--- config.mk ---
export PLATFORM = sky130hd
export DESIGN_NAME = moving_median_filter
export DESIGN_NICKNAME = d
export VERILOG_FILES = /design/src/hdl/mmf_pkg.sv /design/src/hdl/moving_median_filter.sv
export SDC_FILE = /design/constraint.sdc
export NUM_CORES = 1
export LEC_CHECK = 0
export CAP_MARGIN = 15
export CORE_MARGIN = 1
export CORE_UTILIZATION = 60
export CTS_CLUSTER_DIAMETER = 100
export DETAILED_ROUTE_END_ITERATION = 12
export DONT_BUFFER_PORTS = 1
export GPL_ROUTABILITY_DRIVEN = 1
export PLACE_DENSITY = 0.86
export SYNTH_ARGS = -nofsm -noshare
export SYNTH_HDL_FRONTEND = slang
export SYNTH_SLANG_ARGS = --single-unit
--- constraint.sdc ---
create_clock -name i_clk -period 19.1 [get_ports i_clk]
set_clock_uncertainty 0.2 [all_clocks]
set_input_delay 0.955 -clock i_clk [delete_from_list [all_inputs] [get_ports i_clk]]
set_output_delay 0.955 -clock i_clk [all_outputs]
set_load 0.03 [all_outputs]
--- src/hdl/mmf_pkg.sv ---
package mmf_pkg;

    // Sample width and the largest usable window.
    localparam int SAMPLE_BITS = 16;
    localparam int MAX_WINDOW  = 9;

    // Width of the window size register and of the write pointer.
    localparam int WIN_BITS  = 4;
    localparam logic [WIN_BITS-1:0] WIN_RESET = WIN_BITS'(5);

    // Bit position counter for the serial selection pass.
    localparam int BIT_CNT_W = (SAMPLE_BITS > 1) ? $clog2(SAMPLE_BITS) : 1;

    // Counts of entries, up to and including MAX_WINDOW.
    localparam int CNT_W = $clog2(MAX_WINDOW + 1);

    typedef logic signed [SAMPLE_BITS-1:0] t_sample;
    typedef logic [MAX_WINDOW-1:0]         t_mask;

    typedef enum logic [1:0] {
        ST_IDLE,
        ST_RUN,
        ST_DONE
    } t_state;

endpackage

--- src/hdl/moving_median_filter.sv ---
// Moving median over a sliding window of signed samples.
//
// Input channel (s_axis): one word per sample. Output channel (m_axis): one
// word per accepted sample, carrying the median of the current window, or
// zero when the window size register holds 0 or a value above the maximum
// window. Configuration channel (cfg): a single write-only register, the
// window size, always ready; write it only while the filter is idle.
//
// The output word turns valid once the selection pass is done. The
// sample is stored at the accepting edge itself, when the window size is
// valid. The bit-serial radix selection then takes one step per sample
// bit, walking every window entry from the sign bit down, and the done
// state hands the result to the output register once that register is
// free. The filter is back to idle at that same edge, and only then takes
// a new sample, so samples never overlap in the selection pass.
//
// Reset clears the window store to zero, the write pointer to slot zero and
// the window size to five, so early medians include those zeros. When the
// receiver stalls, the finished word waits in the output register; the
// filter still takes and processes the next sample, and holds its result
// until the output register frees up.
module moving_median_filter (
    input  logic        i_clk,
    input  logic        i_rst_n,
    // Input words. tdata: sample[15:0].
    input  logic        i_s_axis_tvalid,
    output logic        o_s_axis_tready,
    input  logic [15:0] i_s_axis_tdata,
    // Output words. tdata: median[15:0].
    output logic        o_m_axis_tvalid,
    input  logic        i_m_axis_tready,
    output logic [15:0] o_m_axis_tdata,
    // Window size register write.
    input  logic        i_cfg_valid,
    output logic        o_cfg_ready,
    input  logic [3:0]  i_cfg_data
);

    localparam int SB  = mmf_pkg::SAMPLE_BITS;
    localparam int MW  = mmf_pkg::MAX_WINDOW;
    localparam int WB  = mmf_pkg::WIN_BITS;
    localparam int BCW = mmf_pkg::BIT_CNT_W;
    localparam int CW  = mmf_pkg::CNT_W;

    mmf_pkg::t_state r_state, n_state;

    logic [WB-1:0]        r_win;
    logic [WB-1:0]        r_wslot;
    mmf_pkg::t_sample     r_store [MW];
    mmf_pkg::t_mask       r_cand, n_cand;
    logic [CW-1:0]        r_rank, n_rank;
    logic [BCW-1:0]       r_bit;
    logic [SB-1:0]        r_med;
    logic                 r_zero;
    logic                 r_ovalid;
    logic [SB-1:0]        r_odata;

    logic                 in_accept;
    logic                 out_free;
    logic                 load_out;
    logic                 win_ok;
    logic [WB-1:0]        next_slot;
    logic                 sign_step;
    logic                 med_bit;
    mmf_pkg::t_mask       init_cand;

    assign in_accept = i_s_axis_tvalid && o_s_axis_tready;
    assign out_free  = !r_ovalid || i_m_axis_tready;
    assign win_ok    = (r_win != '0) && (r_win <= WB'(MW));
    assign sign_step = (r_bit == BCW'(SB - 1));

    // Write pointer advances first and wraps when it reaches the window size.
    always_comb begin
        next_slot = r_wslot + WB'(1);
        if (next_slot >= r_win) begin
            next_slot = '0;
        end
    end

    always_comb begin
        for (int i = 0; i < MW; i++) begin
            init_cand[i] = (WB'(i) < r_win);
        end
    end

    // One selection step: look at the current top bit of every candidate.
    // The sign bit is inverted so that negative values order below positive
    // ones. If more candidates carry a zero than the remaining rank, the
    // median has a zero here and the ones drop out; otherwise the zeros drop
    // out and the rank moves past them.
    always_comb begin
        logic [MW-1:0] top;
        logic [CW-1:0] zeros;
        zeros = '0;
        for (int i = 0; i < MW; i++) begin
            top[i] = r_store[i][SB-1] ^ sign_step;
            if (r_cand[i] && !top[i]) begin
                zeros = zeros + CW'(1);
            end
        end
        if (r_rank < zeros) begin
            med_bit = 1'b0;
            n_cand  = r_cand & ~top;
            n_rank  = r_rank;
        end else begin
            med_bit = 1'b1;
            n_cand  = r_cand & top;
            n_rank  = r_rank - zeros;
        end
    end

    // Next state.
    always_comb begin
        n_state = r_state;
        unique case (r_state)
            mmf_pkg::ST_IDLE: begin
                if (in_accept) begin
                    n_state = mmf_pkg::ST_RUN;
                end
            end
            mmf_pkg::ST_RUN: begin
                if (r_bit == '0) begin
                    n_state = mmf_pkg::ST_DONE;
                end
            end
            mmf_pkg::ST_DONE: begin
                if (out_free) begin
                    n_state = mmf_pkg::ST_IDLE;
                end
            end
            default: n_state = mmf_pkg::ST_IDLE;
        endcase
    end

    // State outputs.
    always_comb begin
        o_s_axis_tready = 1'b0;
        load_out        = 1'b0;
        unique case (r_state)
            mmf_pkg::ST_IDLE: o_s_axis_tready = 1'b1;
            mmf_pkg::ST_RUN:  ;
            mmf_pkg::ST_DONE: load_out = out_free;
            default:          ;
        endcase
    end

    always_ff @(posedge i_clk) begin
        if (!i_rst_n) begin
            r_state  <= mmf_pkg::ST_IDLE;
            r_win    <= mmf_pkg::WIN_RESET;
            r_wslot  <= '0;
            r_ovalid <= 1'b0;
            r_bit    <= '0;
            r_cand   <= '0;
            r_rank   <= '0;
            r_zero   <= 1'b0;
            for (int i = 0; i < MW; i++) begin
                r_store[i] <= '0;
            end
        end else begin
            r_state <= n_state;
            if (i_cfg_valid && o_cfg_ready) begin
                r_win <= i_cfg_data;
            end
            if (in_accept) begin
                r_bit  <= BCW'(SB - 1);
                r_zero <= !win_ok;
                r_cand <= init_cand;
                r_rank <= CW'(r_win >> 1);
                if (win_ok) begin
                    r_wslot <= next_slot;
                    for (int i = 0; i < MW; i++) begin
                        if (WB'(i) == next_slot) begin
                            r_store[i] <= i_s_axis_tdata;
                        end
                    end
                end
            end else if (r_state == mmf_pkg::ST_RUN) begin
                // Rotate every entry; after a full pass they are back in place.
                for (int i = 0; i < MW; i++) begin
                    r_store[i] <= {r_store[i][SB-2:0], r_store[i][SB-1]};
                end
                r_cand <= n_cand;
                r_rank <= n_rank;
                r_bit  <= r_bit - BCW'(1);
            end
            if (load_out) begin
                r_ovalid <= 1'b1;
            end else if (i_m_axis_tready) begin
                r_ovalid <= 1'b0;
            end
        end
    end

    // Result bits arrive from the top down.
    always_ff @(posedge i_clk) begin
        if (r_state == mmf_pkg::ST_RUN) begin
            r_med <= {r_med[SB-2:0], med_bit ^ sign_step};
        end
        if (load_out) begin
            r_odata <= r_zero ? '0 : r_med;
        end
    end

    assign o_m_axis_tvalid = r_ovalid;
    assign o_m_axis_tdata  = r_odata;
    assign o_cfg_ready     = 1'b1;

endmodule

## Yosys cells after proc, flatten, opt, wreduce, memory -nomap -nowiden

Memories as Yosys holds them, arrays and structs flattened.
Cells that the tools add are included.

- Flip-flop bits (word level): 61
- RAM bits: 144
- Bits of input ports: 25
- Word-level logic and storage cells: 212
- Memories kept: 1

- Add/subtract/negate cells: 11
- $lt $le $gt $ge: 12
- Equality and inequality tests: 15
- Muxes and demuxes: 95
- Bitwise logic cells: 33
- Reduce and logical (&&, ||, !) cells: 34

Memory list:

| name | words | width | rd ports | clocked after memory_dff | wr ports | line | text |
|---|---|---|---|---|---|---|---|
| r_store | 9 | 16 | 9 | 0 | 9 | moving_median_filter.sv:49 | `mmf_pkg::t_sample r_store [MW];` |

Operators by type and width:

| kind | count |
|---|---|
| two-way mux 16 bit | 18 |
| two-way mux 1 bit | 56 |
| two-way mux 4 bit | 11 |
| adder 4 x 1 -> 4 bit (second input constant) | 9 |
| two-way mux 9 bit | 3 |
| AND 9 bit | 2 |
| bitwise OR 1 bit | 18 |
| == test 3 x 4 -> 1 bit (first input constant) | 4 |
| less-than comparator 3 x 4 -> 1 bit (first input constant) | 4 |
| logical AND 1 bit | 11 |
| zero test 1 bit | 11 |
| XOR 1 bit | 10 |
| two-way mux 3 bit | 3 |
| inverter 9 bit | 1 |
| == test 2 x 4 -> 1 bit (first input constant) | 2 |
| zero test 4 bit | 2 |
| less-than comparator 1 x 4 -> 1 bit (first input constant) | 2 |
| less-than comparator 2 x 4 -> 1 bit (first input constant) | 2 |
| inequality test 2 bit (second input constant) | 4 |
| two-way mux 2 bit | 3 |
| one-hot mux 2 bit (3 select lines) | 1 |
| AND reduction 2 bit | 3 |
| == test 1 x 4 -> 1 bit (first input constant) | 1 |
| == test 4 bit (first input constant) | 1 |
| 16 further kinds | 18 |

## Longest topological paths before layout

Gate-level depths: netlist of run 1.

- Depth after elaboration: 25
- Mapped depth: 35
- Mapped depth without buffers: 34

## Worst setup path before layout of run 1

Ideal clock, no wire load.

- Path type: reg-to-reg
- Start point: register r_bit[0]
- End point: register r_cand[4]
- Arrival time: 6.223 ns
- Slack: 12.562 ns
- Stages on the path, launching flop included: 34
- Buffers on the path: 1
- Clock period less this slack: 6.538 ns
- Cells stage by stage: dfxtp_1 -> ha_1 -> and3_4 -> buf_6 -> xnor2_1 -> nand2_1 -> ha_1 -> xnor2_4 -> inv_1 -> ha_1 -> o21a_1 -> xnor2_1 -> o21ai_0 -> ha_1 -> o211a_1 -> a41o_1 -> a21oi_1 -> xor2_1 -> mux2_2 -> ha_1 -> nor2_1 -> a21oi_1 -> ha_1 -> nand2_1 -> xor2_1 -> xnor2_1 -> ha_1 -> a21o_1 -> a21oi_1 -> xnor2_2 -> xnor2_1 -> o21ai_0 -> nand2_1 -> and3_1

- Word-level cells in the longest chain between the ends: 25
- Elaborated cells on any way between the ends: 52
- Those cells by class: add/sub (8); order compare (1); eq/ne (1); mux (12); bitwise (12); reduce/logical (18)

RTL lines:

| item | line | text |
|---|---|---|
| from (decl) | moving_median_filter.sv:52 | `logic [BCW-1:0] r_bit;` |
| from (signal assigned) | moving_median_filter.sv:166 | `r_bit <= BCW'(SB - 1);` |
| from (signal assigned) | moving_median_filter.sv:185 | `r_bit <= r_bit - BCW'(1);` |
| == test 4 bit (*) | moving_median_filter.sv:70 | `assign sign_step = (r_bit == BCW'(SB - 1));` |
| XOR 1 bit | moving_median_filter.sv:96 | `top[i] = r_store[i][SB-1] ^ sign_step;` |
| zero test 1 bit | moving_median_filter.sv:97 | `if (r_cand[i] && !top[i]) begin` |
| logical AND 1 bit | moving_median_filter.sv:97 |  |
| two-way mux 1 bit | moving_median_filter.sv:97 |  |
| adder 4 x 1 -> 4 bit | moving_median_filter.sv:98 | `zeros = zeros + CW'(1);` |
| two-way mux 4 bit | moving_median_filter.sv:97 |  |
| adder 4 x 1 -> 4 bit | moving_median_filter.sv:98 |  |
| (+9 left out) | - |  |
| adder 4 x 1 -> 4 bit | moving_median_filter.sv:98 |  |
| two-way mux 4 bit | moving_median_filter.sv:97 |  |
| adder 4 x 1 -> 4 bit | moving_median_filter.sv:98 |  |
| two-way mux 4 bit | moving_median_filter.sv:97 |  |
| less-than comparator 4 bit | moving_median_filter.sv:101 | `if (r_rank < zeros) begin` |
| two-way mux 9 bit (*) | moving_median_filter.sv:101 |  |
| two-way mux 9 bit (*) | moving_median_filter.sv:178 | `end else if (r_state == mmf_pkg::ST_RUN) begin` |
| two-way mux 9 bit (*) | moving_median_filter.sv:165 | `if (in_accept) begin` |
| to (signal assigned) | moving_median_filter.sv:168 | `r_cand <= init_cand;` |
| to (signal assigned) | moving_median_filter.sv:183 | `r_cand <= n_cand;` |
| to (decl) | moving_median_filter.sv:50 | `mmf_pkg::t_mask r_cand, n_cand;` |

Every way passes the cells marked *; elsewhere a longest branch is shown, timed or not. The select of a mux whose other input is x is not followed.
A chain may end at the register's enable or synchronous reset.

## Worst setup path after layout of run 1

Same ends and word-level chain as after synthesis.

==> results_dict.tcl, run 1 <==
set metrics [dict create \
    setup_viol 0 \
    syn-num-nets 879 \
    period_needed_ps 7090 \
    final_max_slew_viol_count 0 \
    crit_top_cell "ha_1" \
    drtAntennaViolNets 0 \
    synthSimpleGateAreaFrac 0.183 \
    antenna_found_initial 0 \
    vias_per_cell 5.78 \
    syn_area_mm2 0.00928 \
    outcome "completed" \
    critPathRequiredTime_ps 19290 \
    synth_area_leaders "edfxtp_1 (57%), nand2_1 (14%), dfxtp_1 (6.3%)" \
    fin_cells 1037 \
    insertion_delay_ps 500 \
    synthDistinctLibCells 58 \
    finalInstanceArea_mm2 0.0101 \
    hold_start "r_med[11]$_DFFE_PP_" \
    synth_top_area_frac 0.570 \
    hpwlAfterDp_um 11300 \
    cp-end-kind "register" \
    timing.rr.end "r_cand[4]$_SDFFE_PN0P_" \
    synth_area_leader_cell "edfxtp_1" \
    synth_xor_area_frac 0.0531 \
    synth_compound_area_frac 0.0662 \
    cts_buffers 21 \
    tightest_slew_ps 784 \
    cts_max_level 1 \
    sw_frac_of_total 0.268 \
    yosys.area_share.adder 0.0264 \
    initialDrtViolationCount 621 \
    clock-sinks 205 \
    grt_pass1_vias 5748 \
    finalSetupTns_ps 0 \
    maxCapViolations 0 \
    clockBufferDepth 3 \
    ios 44 \
    antenna_cells 0 \
    area_delta_synth_final_pct 9.29 \
    p_per_area_mw_per_mm2 116 \
    clk_pin_slew_ps 60 \
    synth_seq_cells 205 \
    vias 5999 \
    path_class "register to register" \
    critical-path-max-stage-delay_ps 580 \
    crit_cells 32 \
    syn-instance-count 835 \
    synth_top_family_by_area "simple AND/OR/NAND/NOR gates" \
    slew_headroom 0.477 \
    min_period_over_period 0.371 \
    dpl_cell_area_mm2 0.00949 \
    post-synth-top-count-cell "nand2_1" \
    synth.avg_cell_area_um2 11.1 \
    irDropWorstVdd_mv 0.0901 \
    synth-edff-count 176 \
    async_flop_share 0 \
    synth_top_cells_by_count "nand2_1 (342), edfxtp_1 (176), clkbuf_1 (30)" \
    synth_ff_type "edfxtp_1" \
    grt_pass1_wl_um 29200 \
    totalWireLength_um 18100 \
    p_total_mw 1.18 \
    arrival_ps 7280 \
    place.gp.congestion 0.820 \
    wl_per_cell_um 17.5 \
    seqPwrFrac 0.489 \
    grt_overflow 0 \
    placed_cells 1001 \
    fp-row-count 45 \
    dr.pass1.iters 5 \
    power.net_switching_mw 0.316 \
    cts.repair.resized 0 \
    layout.nets 881 \
    clockRootBuffer "clkbuf_16" \
    ys_seq_area_frac 0.632 \
    p_int_mw 0.861 \
    cts_setup_buffers 0 \
    min_path_type "register to register" \
    drive_gt1_frac 0.0789 \
    r2r_cells 32 \
    portBuffers 0 \
    r2r_slack_ps 12010 \
    fp.dieH_um 126 \
    dieArea_mm2 0.0160 \
    drc_errors 0 \
    critPathMaxFanout 10 \
    path_buf_inv 1 \
    clockPowerShare 0.332 \
    hold-path-endpoint "r_med[12]$_DFFE_PP_" \
    r2r_start "r_bit[0]$_SDFFE_PN0P_" \
    cp_top_family "adder cells" \
    cts_tree "done" \
    grt_max_degree 75 \
    postCtsHoldBufs 0 \
    slowest_stage "xnor2_2" \
    rsz0062_at_grt "false" \
    hold_path_depth 0 \
    die_width_um 126 \
    fin_util 0.670 \
    p_leak_nw 4.41 \
    muxShareOfSynthArea 0.0151 \
    startpoint_type "register" \
    fmax_ghz 0.141 \
    coreArea_mm2 0.0151 \
    track_usage 0.234 \
    p_comb_frac 0.179 \
    ys_warn_count 0 \
    start_util 0.613 \
    finalHoldViolCount 0 \
]
[sequential cells by signal, summed over array words and instances (netlist names), 2 cells and up]
register        cells
r_win               4
r_store           144
o_m_axis_tdata     16
r_wslot             4
r_state             2
r_rank              4
r_bit               4
r_cand              9
r_med              16
[layout by cell type, fill, tap and decap left out, drive strengths merged, types with 18 or more instances in the layout]
cell type / n
nor2: 18
ha: 18
xnor2: 33
edfxtp: 176
nand2: 342
dfxtp: 29
nor2b: 19
o21ai: 27
inv: 18
clkbuf: 21
[power groups by stage]
stage / sequential (mW) / combinational [mW] / clock, mW
after floorplan: 0.571 / 0.173 / 0
after global placement: 0.580 / 0.199 / 0
after detailed placement: 0.582 / 0.207 / 0
final: 0.575 / 0.210 / 0.391
after global routing: 0.580 / 0.233 / 0.410
after CTS: 0.575 / 0.211 / 0.395
[area by class of cell]
cell class | instances | area (um^2)
fill | 1064 | 5000
tap | 188 | 235
clock buffer | 21 | 526
multi-input combinational | 579 | 3230
sequential | 205 | 5870
inverter | 17 | 63.8
clock inverter | 14 | 123
timing repair buffer | 13 | 97.6
[per-stage QoR]
step           hold slack [ps]  worst slack, ps
2_1_floorplan              218            12560
3_3_place_gp               222            12240
3_5_place_dp               224            12050
4_1_cts                    250            12000
5_1_grt                    262            11500
6_report                   246            12010
[worst register-to-register path: cells and delay by family (launching register included)]
kind                       cells  cell delay [ps]
and+or+nand+nor                6              790
buffers and inverters          1               70
DFF                            1              390
xor gates and xnor gates       8             1640
AOI/OAI and AO/OA              9             1550
adders and majority gates      7             2090
muxes                          1              270
[routing by layer]
layer	part of all wire	GRT usage
met5	0	0
met4	0.026	0.0751
met3	0.065	0.0413
met2	0.50	0.405
met1	0.41	0.302
[cells by family after synthesis]
| logic type | count (synthesis) |
|---|---|
| muxes | 12 |
| buffers and inverters | 51 |
| xor gates and xnor gates | 43 |
| AOI/OAI and AO/OA | 90 |
| and+or+nand+nor | 414 |
| DFF | 205 |
| other | 1 |
| adders and majority gates | 19 |
[worst max path at each step]
stage	start	slack, ps	endpoint
3_3_place_gp	r_bit[0]$_SDFFE_PN0P_	12240	r_cand[4]$_SDFFE_PN0P_
3_5_place_dp	r_bit[0]$_SDFFE_PN0P_	12050	r_cand[4]$_SDFFE_PN0P_
4_1_cts	r_bit[0]$_SDFFE_PN0P_	12000	r_cand[4]$_SDFFE_PN0P_
6_report	r_bit[0]$_SDFFE_PN0P_	12010	r_cand[4]$_SDFFE_PN0P_
5_1_grt	r_bit[0]$_SDFFE_PN0P_	11500	r_cand[4]$_SDFFE_PN0P_
2_1_floorplan	r_bit[0]$_SDFFE_PN0P_	12560	r_cand[4]$_SDFFE_PN0P_
Note: power is estimated with default switching activity, not from simulation.
==> run 2, diff against run 1 <==
==> constraint.sdc (replaced) <==
create_clock -name i_clk -period 7.1 [get_ports i_clk]
set_clock_uncertainty 0.2 [all_clocks]
set_input_delay 0.355 -clock i_clk [delete_from_list [all_inputs] [get_ports i_clk]]
set_output_delay 0.355 -clock i_clk [all_outputs]
set_load 0.03 [all_outputs]
==> run 2 against run 1 <==
Against the previous run: setup slack lost 12000 ps; hold slack worse by 220 ps; largest cell class unchanged; fmax is 4.9% higher; via count increased by 2.1%; register-to-register slack lost 12000 ps; sequential cell count stayed put; total power grew to 2.7 times the previous value; clock power increased to 2.7 times the previous value; non-clock buffer count is 13 higher; highest routed layer unchanged.
==> results_dict.tcl, run 2 (synthesis gave the netlist of run 1 again) <==
set metrics [dict create \
    slew_headroom 0.413 \
    grt_pass1_vias 6002 \
    arrival_ps 6950 \
    p_total_mw 3.21 \
    portBuffers 0 \
    die_width_um 126 \
    critPathRequiredTime_ps 7290 \
    timing.final.ws_setup_ps 347 \
    outcome "completed" \
    slowest_stage "dfxtp_1" \
    placed_cells 1002 \
    cts_tree "done" \
    insertion_delay_ps 500 \
    largest_reg_flops 144 \
    top_register "r_store" \
    finalHoldViolCount 0 \
    dieArea_mm2 0.0160 \
    cp-end-kind "register" \
    finalInstanceArea_mm2 0.0103 \
    place.gp.congestion 0.830 \
    initialDrtViolationCount 481 \
    coreArea_mm2 0.0151 \
    drc_errors 0 \
    drive_gt1_frac 0.0868 \
    fin_util 0.680 \
    clockRootBuffer "clkbuf_16" \
    antenna_found_initial 0 \
    seq_area_mm2 0.00587 \
    vias_per_cell 5.82 \
    dr.pass1.iters 6 \
    critPathMaxFanout 8 \
    tightest_slew_ps 877 \
    fp.dieH_um 126 \
    clock-sinks 205 \
    wl_per_cell_um 17.7 \
    min_path_type "primary input to register" \
    final_cell_mix "nand2_1 (342), edfxtp_1 (176), dfxtp_1 (29), xnor2_1 (26)" \
    fin_cells 1052 \
    crit_top_cell "ha_1" \
    maxCapViolations 0 \
    fmax_ghz 0.148 \
    layout_commonest_cell "nand2_1" \
    path_class "register to register" \
    hpwlAfterDp_um 11200 \
    grt_max_degree 75 \
    irDropWorstVdd_mv 0.399 \
    clockBufferDepth 3 \
    cts_max_level 1 \
    totalWireLength_um 18600 \
    min_period_over_period 0.951 \
    clk_pin_slew_ps 70 \
    dpl_cell_area_mm2 0.00949 \
    critical-path-max-stage-delay_ps 390 \
    p_leak_nw 4.47 \
    period_needed_ps 6750 \
    timing.hold.ws_ps 22.4 \
    drtAntennaViolNets 0 \
    p_per_area_mw_per_mm2 312 \
    ios 44 \
    final_max_slew_viol_count 0 \
    start_util 0.613 \
    grt_overflow 0 \
    startpoint_type "register" \
    track_usage 0.238 \
    setup_viol 0 \
    grt_pass1_wl_um 29900 \
    antenna_cells 0 \
    vias 6123 \
    pre_cts_ws_ps -13.5 \
    fp-row-count 45 \
    finalSetupTns_ps 0 \
    multi_input_area_mm2 0.00328 \
    layout.nets 895 \
    fillers 1039 \
    area_delta_synth_final_pct 11.0 \
    cts_buffers 21 \
]
-- run 2: cell count changes in the layout (fill, tap and decap cells not counted), moves of 2 or more --
cell	before	now
a21oi_1	10	8
buf_4	13	18
clkbuf_1	0	5
clkinvlp_4	2	0
dlygate4sd3_1	0	7
ha_1	18	16
ha_2	0	2
-- run 2: routing by layer --
layer,wire length (um),vias up,global-route usage
li1,-,2888,-
met1,7580,2931,0.300
met2,9230,249,0.410
met3,1150,55,0.0405
met4,686,0,0.0957
met5,0,-,0
-- run 2: layout make-up --
type,instances,share of cell area
well taps,188,0.0228
multi-input cells,580,0.318
repair buffers,26,0.0210
clock inverters,10,0.00959
inverters,17,0.00619
clock buffers,26,0.0528
flip-flops and latches,205,0.569
-- run 2: what timing repair did --
item / 4_1_cts / 5_1_grt
setup buffers: 0 / 5
hold endpoints to repair: 24 / 0
hold buffers: 7 / 0
pin swaps: 0 / 3
gates cloned: 0 / 1
setup endpoints to repair: 2 / 14
gates resized for setup: 2 / 4
-- run 2: critical path: cells and delay by family, from the launching register on --
family | cells | cell delay (ps)
multiplexers | 1 | 270
AO/OA/AOI/OAI | 9 | 1760
flip-flops | 1 | 390
AND/OR/NAND/NOR | 6 | 740
XOR/XNOR | 8 | 1230
buffers and inverters | 1 | 70
adder cells (fa/ha/maj) | 7 | 2000
-- run 2: report_power, final --
part           total, mW  leakage, nW  internal (mW)  switching [mW]
registers           1.54         2.06           1.47          0.0732
clock network       1.05        0.315          0.615           0.435
logic              0.619         2.09          0.261           0.358
total               3.21         4.47           2.35           0.866
-- run 2: path summary, 6_finish.rpt --
check / start / to / slack (ps) / cells past startpoint
setup / recovery: r_bit[0]$_SDFFE_PN0P_ / r_cand[4]$_SDFFE_PN0P_ / 350 / 32
hold / removal: i_s_axis_tdata[0] / r_store[0][64]$_DFFE_PP_ / 20 / 2
setup reg to reg: r_bit[0]$_SDFFE_PN0P_ / r_cand[4]$_SDFFE_PN0P_ / 350 / 32
hold reg to reg: r_med[11]$_DFFE_PP_ / r_med[12]$_DFFE_PP_ / 240 / 0
==> run 3, diff against run 2 <==
--- a/config.mk
+++ b/config.mk
@@ -8,6 +8,7 @@
 export CAP_MARGIN = 15
 export CORE_MARGIN = 1
 export CORE_UTILIZATION = 60
+export CTS_BUF_LIST = sky130_fd_sc_hd__clkbuf_4 sky130_fd_sc_hd__clkbuf_8 sky130_fd_sc_hd__clkbuf_16
 export CTS_CLUSTER_DIAMETER = 100
 export DETAILED_ROUTE_END_ITERATION = 12
 export DONT_BUFFER_PORTS = 1
==> run 3 against run 2 <==
Against the previous run: sequential share of layout area barely moved; hold slack got worse by 11 ps; register-to-register slack improved by 70 ps; critical path depth did not move; highest routed layer unchanged.
==> results_dict.tcl, run 3 (synthesis gave the netlist of run 1 again) <==
set metrics [dict create \
    outcome "completed" \
    critPathRequiredTime_ps 7290 \
    fillers 1030 \
    portBuffers 0 \
    timing.final.ws_setup_ps 420 \
    vias_per_cell 5.80 \
    dr.pass1.iters 5 \
    die_width_um 126 \
    coreArea_mm2 0.0151 \
    antenna_cells 0 \
    drive_gt1_frac 0.0915 \
    layout_commonest_cell "nand2_1" \
    clock-sinks 205 \
    critPathMaxFanout 10 \
    initialDrtViolationCount 596 \
    layout.nets 894 \
    track_usage 0.238 \
    grt_max_degree 75 \
    antenna_found_initial 0 \
    cts_buffers 21 \
    start_util 0.613 \
    setup_viol 0 \
    p_per_area_mw_per_mm2 312 \
    totalWireLength_um 18700 \
    crit_top_cell "ha_1" \
    drtAntennaViolNets 0 \
    timing.hold.ws_ps 11.6 \
    slowest_stage "dfxtp_1" \
    maxCapViolations 0 \
    clockBufferDepth 3 \
    fmax_ghz 0.150 \
    area_delta_synth_final_pct 11.1 \
    fp-row-count 45 \
    cp-end-kind "register" \
    arrival_ps 6870 \
    min_period_over_period 0.941 \
    path_class "register to register" \
    cts_max_level 1 \
    finalHoldViolCount 0 \
    tightest_slew_ps 843 \
    wl_per_cell_um 17.8 \
    ios 44 \
    place.gp.congestion 0.830 \
    grt_pass1_wl_um 30000 \
    clockRootBuffer "clkbuf_16" \
    clk_pin_slew_ps 70 \
    insertion_delay_ps 490 \
    vias 6100 \
    final_cell_mix "nand2_1 (342), edfxtp_1 (176), dfxtp_1 (29), xnor2_1 (26)" \
    drc_errors 0 \
    min_path_type "primary input to register" \
    top_register "r_store" \
    hpwlAfterDp_um 11200 \
    final_max_slew_viol_count 0 \
    dieArea_mm2 0.0160 \
    startpoint_type "register" \
    grt_overflow 0 \
    p_leak_nw 4.49 \
    slew_headroom 0.436 \
    period_needed_ps 6680 \
    critical-path-max-stage-delay_ps 390 \
    fp.dieH_um 126 \
    cts_tree "done" \
    largest_reg_flops 144 \
    grt_pass1_vias 6019 \
    pre_cts_ws_ps -13.5 \
    irDropWorstVdd_mv 0.405 \
]
[run 3: cell types whose count changed in the layout (fill, tap and decap cells not counted), sizes merged]
cell | before | now
xnor2 | 34 | 33
[run 3: area by class of cell]
cell class              instances  area [um^2]  share of cell area
well taps                     188          235              0.0228
clock inverters                10         98.8             0.00959
inverters                      17         63.8             0.00619
flip-flops and latches        205         5870               0.569
clock buffers                  26          563              0.0546
multi-input cells             579         3260               0.317
repair buffers                 26          216              0.0210
[run 3: path summary, 6_finish.rpt]
| check | startpoint | end | slack [ps] | cells after the start |
|---|---|---|---|---|
| hold reg to reg | r_med[11]$_DFFE_PP_ | r_med[12]$_DFFE_PP_ | 240 | 0 |
| setup / recovery | r_bit[0]$_SDFFE_PN0P_ | r_cand[3]$_SDFFE_PN0P_ | 420 | 32 |
| hold / removal | i_s_axis_tdata[0] | r_store[0][64]$_DFFE_PP_ | 10 | 2 |
| setup reg to reg | r_bit[0]$_SDFFE_PN0P_ | r_cand[3]$_SDFFE_PN0P_ | 420 | 32 |
[run 3: layer usage]
layer	track usage	wire [um]	vias up
met5	0	0	-
met3	0.0384	1090	52
li1	-	-	2887
met4	0.0978	686	0
met2	0.411	9170	248
met1	0.301	7730	2913
[run 3: where the power goes]
part,internal (mW),switching (mW)
clock network,0.634,0.435
logic,0.253,0.346
registers,1.47,0.0734
total,2.36,0.854
[run 3: worst max-delay path: cells and delay by family, from the launching register on]
family	cells	cell delay, ps
AO/OA/AOI/OAI	10	1770
buffers and inverters	1	70
adder cells (fa/ha/maj)	7	2030
XOR/XNOR	8	1320
flip-flops	1	390
multiplexers	1	270
AND/OR/NAND/NOR	5	530
[run 3: metrics by stage]
step / total power [mW] / area, um^2 / setup TNS, ps / instances / util
2_1_floorplan: 2.00 / 9280 / 0 / 835 / -
3_3_place_gp: 2.10 / 9490 / 0 / 1002 / 0.627
3_5_place_dp: 2.13 / 9490 / -15.6 / 1002 / 0.627
4_1_cts: 3.21 / 10200 / 0 / 1045 / 0.676
5_1_grt: 3.35 / 10300 / -8.27 / 1051 / 0.680
6_report: 3.21 / 10300 / 0 / 1051 / 0.680
[run 3: repair_timing]
| action | 4_1_cts | 5_1_grt |
|---|---|---|
| gates cloned | 0 | 0 |
| endpoints found under the setup margin | 2 | 14 |
| setup buffers | 0 | 5 |
| hold endpoints to repair | 24 | 0 |
| pin swaps | 0 | 1 |
| hold buffers | 7 | 0 |
| resized for setup | 2 | 4 |
